[config.mk]
export PLATFORM = sky130hd
export DESIGN_NAME = mie_ctrl
export DESIGN_NICKNAME = d
export VERILOG_FILES = /design/src/hdl/mie_pkg.sv /design/src/hdl/mie_ctrl.sv
export SDC_FILE = /design/constraint.sdc
export NUM_CORES = 1
export LEC_CHECK = 0
export ABC_AREA = 1
export ABC_CLOCK_PERIOD_IN_PS = 960
export BUFFER_PORTS_ARGS = -buffer_cell sky130_fd_sc_hd__buf_4
export CORE_AREA = 4 4 41 43
export DETAILED_ROUTE_END_ITERATION = 6
export DIE_AREA = 0 0 45 47
export SKIP_LAST_GASP = 1
export SYNTH_ARGS = -nofsm -noshare
export SYNTH_HDL_FRONTEND = slang
export SYNTH_SLANG_ARGS = --single-unit
[constraint.sdc]
create_clock -name clk -period 0.96 [get_ports clk]
set_input_delay 0.096 -clock clk [delete_from_list [all_inputs] [get_ports clk]]
set_output_delay 0.096 -clock clk [all_outputs]
set_load 0.03 [all_outputs]
[src/hdl/mie_pkg.sv]
// Shared types, long-operation codes, divider constants and exception codes for the integer execute core.
package mie_pkg;

	localparam logic [2:0] EXC_NONE = 3'd0;
	localparam logic [2:0] EXC_OVF  = 3'd1;
	localparam logic [2:0] EXC_SYS  = 3'd2;
	localparam logic [2:0] EXC_BRK  = 3'd3;
	localparam logic [2:0] EXC_RI   = 3'd4;
	localparam logic [2:0] EXC_UNH  = 3'd5;

	localparam int DIV_STEPS = 32;
	localparam int CNT_W = $clog2(DIV_STEPS + 1);

	// long-running hi/lo operation requested by decode
	localparam logic [1:0] LONG_NONE = 2'd0;
	localparam logic [1:0] LONG_MUL  = 2'd1;
	localparam logic [1:0] LONG_DIV  = 2'd2;

	typedef struct packed {
		logic load;       // capture instruction, operands and pc
		logic mul_start;
		logic div_start;
		logic div_step;
		logic finish;     // commit multiply/divide result to hi/lo
	} mie_cmd_t;

	typedef struct packed {
		logic [1:0] long_op;
		logic       step_last;
	} mie_sts_t;

endpackage

[src/hdl/mie_ctrl.sv]
// Controller: sequences one item through decode, multiply or divide, and output.
module mie_ctrl import mie_pkg::*; (
	input  logic     clk,
	input  logic     arst_n,
	input  logic     in_valid,
	output logic     in_stall,
	output logic     out_valid,
	input  logic     out_stall,
	input  mie_sts_t sts,
	output mie_cmd_t cmd
);

	localparam logic [2:0] ST_IDLE = 3'd0;
	localparam logic [2:0] ST_DEC  = 3'd1;
	localparam logic [2:0] ST_MUL  = 3'd2;
	localparam logic [2:0] ST_DIV  = 3'd3;
	localparam logic [2:0] ST_FIN  = 3'd4;
	localparam logic [2:0] ST_OUT  = 3'd5;

	logic [2:0] state_q, state_d;
	logic       out_done;

	assign out_done  = (state_q == ST_OUT) && !out_stall;
	// take a new item also while the previous result is being taken
	assign in_stall  = !((state_q == ST_IDLE) || out_done);
	assign out_valid = (state_q == ST_OUT);

	always_comb begin
		cmd = '0;
		state_d = state_q;
		cmd.load = in_valid && !in_stall;
		unique case (state_q)
			ST_IDLE: begin
				if (in_valid) state_d = ST_DEC;
			end
			ST_DEC: begin
				if (sts.long_op == LONG_MUL) begin
					cmd.mul_start = 1'b1;
					state_d = ST_MUL;
				end else if (sts.long_op == LONG_DIV) begin
					cmd.div_start = 1'b1;
					state_d = ST_DIV;
				end else begin
					state_d = ST_OUT;
				end
			end
			ST_MUL: state_d = ST_FIN;
			ST_DIV: begin
				cmd.div_step = 1'b1;
				if (sts.step_last) state_d = ST_FIN;
			end
			ST_FIN: begin
				cmd.finish = 1'b1;
				state_d = ST_OUT;
			end
			ST_OUT: begin
				if (!out_stall) state_d = in_valid ? ST_DEC : ST_IDLE;
			end
			default: state_d = ST_IDLE;
		endcase
	end

	always_ff @(posedge clk or negedge arst_n) begin
		if (!arst_n) state_q <= ST_IDLE;
		else         state_q <= state_d;
	end

endmodule

==> results of run 1 <==
[tightest hold or removal path, delay by kind of cell]
| family | cells | cell delay [ns] |
|---|---|---|
| AND/OR/NAND/NOR | 1 | 0.08 |
| buffers and inverters | 2 | 0.13 |
| AO/OA/AOI/OAI | 1 | 0.05 |
[routing by layer]
layer / vias to the layer above / routed length (um) / part of all wire
li1: 204 / - / -
met1: 174 / 342 / 0.41
met2: 6 / 466 / 0.56
met3: 0 / 23 / 0.028
met4: 0 / 0 / 0
met5: - / 0 / 0
[stage by stage]
step	std cells	cell area [sq um]	power, mW	utilization	setup slack [ns]
after floorplan	48	339.1	1.126	-	-0.2127
after global placement	84	515.5	1.652	0.3962	-0.1952
after detailed placement	84	515.5	1.673	0.3962	-0.2390
after CTS	91	591.8	2.051	0.4548	-0.4367
after global routing	92	618.1	2.327	0.4750	-0.4972
final	92	618.1	2.133	0.4750	-0.4216
[cells by family after synthesis]
logic type,share of synthesized area
buffers and inverters,0.1660
AO/OA/AOI/OAI,0.05955
AND/OR/NAND/NOR,0.4340
flip-flops,0.2553
adder cells (fa/ha/maj),0.08509
[where the power goes]
group / internal (mW) / switching [mW]
sequential: 0.199 / 0.0902
clock: 0.156 / 0.0667
combinational: 0.766 / 0.854
total: 1.12 / 1.01
[layout by cell type, fill, tap and decap left out, types with 2 or more instances in the layout]
cell      count
nand2_1       7
inv_2         2
inv_1        10
buf_4        19
ha_1          2
buf_6         5
nand3_1       4
nor2_2        2
dfrtp_2       2
nand2_2       4
nor2_4        5
clkbuf_4      3
nand4_1       2
[area by class of cell]
class	count	share of cell area
Tap cell	15	0.03036
Inverter	13	0.07895
Sequential cell	3	0.1255
Timing Repair Buffer	25	0.3381
Multi-Input combinational cell	32	0.3846
Clock buffer	4	0.04251
[path summary, 6_finish.rpt]
path / to / cells after the start
min in group asynchronous: state_q[1]$_DFFE_PN0P_ / 2
max in group asynchronous: state_q[2]$_DFFE_PN0P_ / 2
min: state_q[1]$_DFFE_PN0P_ / 4
max: cmd[4] / 6
max reg2reg: state_q[0]$_DFFE_PN0P_ / 9
min reg2reg: state_q[1]$_DFFE_PN0P_ / 2
[what timing repair did]
item,4_1_cts,5_1_grt
setup endpoints to repair,10,10
hold buffers,1,0
hold endpoints to repair,3,0
pin swaps,3,0
cloned,0,0
setup buffers,2,1
resized for setup,9,4
==> metrics.md, run 1 <==
| Metric | Value |
|---|---|
| Status | complete, but fails checks |
| Failing checks | negative setup slack |
| Most used cell, CP | nor2_4 |
| Clock skew | slightly below 0.008 ns |
| CTS tree | yes |
| Layout cells sized above 1 | 0.5974 |
| P&R area growth vs syn | 110.2% |
| Fin worst setup slack | -0.4216 ns |
| Hold Worst Slack | between 0.1 and 0.15 ns |
| Diode count | 0 |
| Synth area leaders | dfrtp_1, nand2_1, inv_1, ha_1, nand3_1 |
| Post-route DRC | 0 |
| Yosys top cell by area | dfrtp_1 |
| Fin. Hold Viols | 0 |
| Asr flop ratio synth | 1.000 |
| Post-Route WL | around 830 um |
| Synth Cell Area | 294.0 sq um |
| Max frequency | between 700 and 800 MHz |
| Overflow after GRT | 0 |
| Synthesized instance count | 48 |
| CP Capture Type | output port |
| Rel. slew slack | 0.8913 |
| Clk_lat worst skew | 0.24 ns |
| Drt via density | about 4.2 |
| Routed WL per cell | approximately 9 um |
| Clock Tree Buf Depth | 2 |
| Number of fill cells in the layout | ~140 |
| Slew Limit Fails | 0 |
| WP data arrival | 1.29 ns |
| M1 GR Usage | 0.1119 |
| HP Start | sts[0] |
| 1st-iter DRT viols | 4 |
| #FFs+latches synth | 3 |
| First-pass GRT wire length | 1.593 mm |
| Synthesized area per cell | around 6.1 sq um |
| CP Launch Type | register |
| Top Registers | state_q (3) |
| GRT Total Usage | 0.1052 |
| Most Crowded Layer GR | met2 |
| Core area | about 1300 sq um |
| LEAKAGE | about 0.33 nW |
| Initial antenna violation count | 0 |
| Synthesized net count | 57 |
| Die Width | about 45 um |
| H-tree levels | 1 |
| Hold Crit Class | input port to register |
| Largest net degree at the start of global routing | 6 |
| Vias in the first global route | 406 |
| Met3 usage | 0.02299 |
| Crit Path Class | register to output port |
| Crit-path slowest cell | dfrtp_1 |
| Dominant synthesized flop cell | dfrtp_1 |
| Min Tclk post-route | 1.382 ns |
| Die ar. | about 2100 sq um |
| Max incr delay on CP | between 0.4 and 0.5 ns |
| Setup violators final | 10 |
| Crit path buffers/inverters | 2 |
| Worst setup path start | state_q[0]$_DFFE_PN0P_ |
| Cts bufs inserted | 3 |
| Number of flops mapped to enable cells by yosys | 0 |
| Initial core utilization | 0.2260 |
| Clock transition at path regs | 0.04 ns |
| Post-synthesis sequential area ratio | 0.2553 |
| Internal reg-to-reg setup slack | -0.22 ns |
| Biggest register | state_q |
| Clk sinks | 3 |
| Crit path required time | about 0.86 ns |
| FP Rows | 13 |
| Tcrit/Tclk final | 1.439 |
| Least-Margin Pin Slew | about 0.16 ns |
| Routing usage on met2 | 0.1864 |
| RSZ-0062 raised after global routing | true |
| GPL Wtd Cong | 0.7834 |
| Cell variety after synth | 16 |
| CP Max Fanout | 4 |
| I/O Buffers | 13 |
| Die Y | roughly 47 um |
| Via count | 384 |
| DRT antenna net count | 0 |
| Synth warn | 0 |
| FF-to-FF Start | state_q[0]$_DFFE_PN0P_ |
| Max reg flops | 3 |
| Crit-path cells | inv_2, nor2_4, nand2_2, o21a_4, nor2_4, buf_6 |
| Cell with the most instances after synthesis | nand2_1 |
| Detail Placement HPWL | between 600 and 700 um |
| Synth top cells by count | nand2_1, inv_1, nor2_1 |
| Area share of the largest cell type after synthesis | 0.2553 |
| First drt pass iteration count | 2 |
| FF/Latch Area | slightly below 80 sq um |
| Multi-input logic area | 237.7 sq um |
| IO Pins | 14 |
| Root buffer cell | clkbuf_4 |
| Setup_tns | -2.941 ns |
| Worst vdd ir | 1651 uV |
| Top delay family on crit path | flip-flops |
| PwrDens | approximately 3500 nW/um^2 |
| Final layout net count | 87 |
| # Max-Cap Violations | 0 |
Note: power is estimated with default switching activity, not from simulation.
==> run 2: changes to the inputs <==
--- a/config.mk
+++ b/config.mk
@@ -14,2 +14,3 @@
 export SKIP_LAST_GASP = 1
+export SLEW_MARGIN = 0
 export SYNTH_ARGS = -nofsm -noshare
==> constraint.sdc (replaced) <==
create_clock -name clk -period 0.96 [get_ports clk]
set_input_delay 0.048 -clock clk [delete_from_list [all_inputs] [get_ports clk]]
set_output_delay 0.048 -clock clk [all_outputs]
set_load 0.03 [all_outputs]
==> run 2 against run 1 <==
The run still ends with negative setup slack left. Final cell count increased by 1.1%. Wire length increased by 9.7%. Core utilization increased by 3.6 points. Setup slack improved by 0.064 ns. Final area increased by 7.5%. Clock power increased by 3%. Largest cell class unchanged. Highest routed layer is now met4.
==> metrics.md, run 2 (synthesis results as in run 1) <==
| Metric | Value |
|---|---|
| Largest net degree at the start of global routing | 6 |
| First-pass GRT wire length | 1.628 mm |
| RSZ-0062 raised after global routing | true |
| Final core utilization | 0.5106 |
| Slew Limit Fails | 0 |
| Status | complete, but fails checks |
| Crit-path slowest cell | dfrtp_2 |
| Fin. Hold Viols | 0 |
| Crit path buffers/inverters | 1 |
| 1st-iter DRT viols | 7 |
| Rel. slew slack | 0.8887 |
| Vias in the first global route | ~430 |
| Failing checks | negative setup slack |
| Diode count | 0 |
| Overflow after GRT | 0 |
| Detail Placement HPWL | around 660 um |
| Most common cell after layout, fill and taps aside | buf_4 |
| Clk_lat worst skew | 0.24 ns |
| Post-Route WL | a little over 900 um |
| Max incr delay on CP | ~0.44 ns |
| Clk sinks | 3 |
| Die Y | around 47 um |
| # Max-Cap Violations | 0 |
| First drt pass iteration count | 4 |
| Most used cell, CP | nor2_4 |
| Dpl cell area | just over 500 sq um |
| Layout cells sized above 1 | 0.6538 |
| Clock skew | approximately 0.004 ns |
| Drt via density | 4.226 |
| CP Max Fanout | 3 |
| Biggest register | state_q |
| Initial core utilization | 0.2260 |
| Cts bufs inserted | 3 |
| WP data arrival | 1.27 ns |
| Initial antenna violation count | 0 |
| LEAKAGE | roughly 0.35 nW |
| Least-Margin Pin Slew | 0.1667 ns |
| Hold Worst Slack | between 0.1 and 0.15 ns |
| GRT Total Usage | 0.1100 |
| Top Registers | state_q (3) |
| Max frequency | approximately 760 MHz |
| Worst vdd ir | 2180 uV |
| CTS tree | yes |
| IO Pins | 14 |
| P&R area growth vs syn | 126.0% |
| Setup violators final | 10 |
| Root buffer cell | clkbuf_4 |
| Crit-path cells | nor2_4, nand2_2, o21a_4, nor2_4, buf_6 |
| Fin worst setup slack | -0.3580 ns |
| Setup_tns | -2.575 ns |
| Most frequent cells in the layout | buf_4, inv_1, buf_6 |
| Min Tclk post-route | approximately 1.3 ns |
| Post-route DRC | 0 |
| Crit path required time | about 0.9 ns |
| Die ar. | 2115 sq um |
| GPL Wtd Cong | around 0.8 |
| FP Rows | 13 |
| Tcrit/Tclk final | 1.373 |
| Clock transition at path regs | about 0.040 ns |
| CP Launch Type | register |
| Clock Tree Buf Depth | 2 |
| Core area | between 1000 and 1500 sq um |
| Crit Path Class | register to output port |
| DRT antenna net count | 0 |
| Routed WL per cell | between 9 and 10 um |
| Final layout net count | around 90 |
| Via count | a little under 400 |
| Hold Crit Class | input port to register |
| Max reg flops | 3 |
| I/O Buffers | 13 |
| Die Width | 45 um |
| Final instance area | roughly 660 sq um |
| H-tree levels | 1 |
| Top delay family on crit path | flip-flops |
| CP Capture Type | output port |
| PwrDens | about 3500 nW/um^2 |
[run 2: cell count changes in the layout (fill, tap and decap cells not counted), moves of 2 or more]
cell / before / now
nor2_4: 5 / 7
buf_4: 19 / 17
nor2_2: 2 / 0
nand3_2: 0 / 3
nand3_1: 4 / 1
buf_6: 5 / 8
[run 2: final timing paths]
path	depth (start not counted)	startpoint	end	slack (ns)
setup / recovery	5	state_q[1]$_DFFE_PN0P_	cmd[4]	-0.36
hold / removal	4	sts[0]	state_q[1]$_DFFE_PN0P_	0.11
setup reg to reg	8	state_q[0]$_DFFE_PN0P_	state_q[0]$_DFFE_PN0P_	-0.19
hold reg to reg	3	state_q[2]$_DFFE_PN0P_	state_q[1]$_DFFE_PN0P_	0.66
max in group asynchronous	2	arst_n	state_q[2]$_DFFE_PN0P_	0.72
min in group asynchronous	2	arst_n	state_q[0]$_DFFE_PN0P_	0.14
[run 2: routing by layer]
layer	share of wire	routed length, um	track usage	vias to the layer above
met5	0	0	0	-
met4	0.023	21	0.08772	0
met3	0.044	40	0.02299	2
met2	0.53	480	0.1836	10
met1	0.41	371	0.1210	177
li1	-	-	-	204
[run 2: metrics by stage]
stage               std cells  setup WS, ns  total power [mW]
floorplan                  48       -0.1647             1.126
global placement           83       -0.1581             1.616
detailed placement         83       -0.1921             1.630
CTS                        91       -0.4137             2.144
global route               93       -0.4096             2.493
finish                     93       -0.3580             2.318
[run 2: cell type report]
| type | instances | area (sq um) |
|---|---|---|
| Clock buffer | 4 | 26.28 |
| Fill cell | 131 | 636.9 |
| Inverter | 13 | 51.30 |
| Multi-Input combinational cell | 32 | 261.5 |
| Sequential cell | 3 | 78.83 |
| Tap cell | 15 | 18.77 |
| Timing Repair Buffer | 26 | 227.7 |
[run 2: repair_timing]
item	in CTS	in global routing
endpoints found under the hold margin	3	0
hold buffers	1	0
setup buffers	3	3
endpoints found under the setup margin	10	10
pin swaps	5	5
resized for setup	13	10
[run 2: worst register-to-register path: cells and delay by family (launching register included)]
family / cells / cell delay (ns)
buffers and inverters: 3 / 0.35
AND/OR/NAND/NOR: 5 / 0.24
flip-flops: 1 / 0.43
[run 2: where the power goes]
part | internal (mW) | total, mW | leakage (nW) | switching (mW)
Clock | 0.156 | 0.229 | 0.0150 | 0.0727
Combinational | 0.854 | 1.77 | 0.305 | 0.912
Sequential | 0.204 | 0.323 | 0.0334 | 0.119
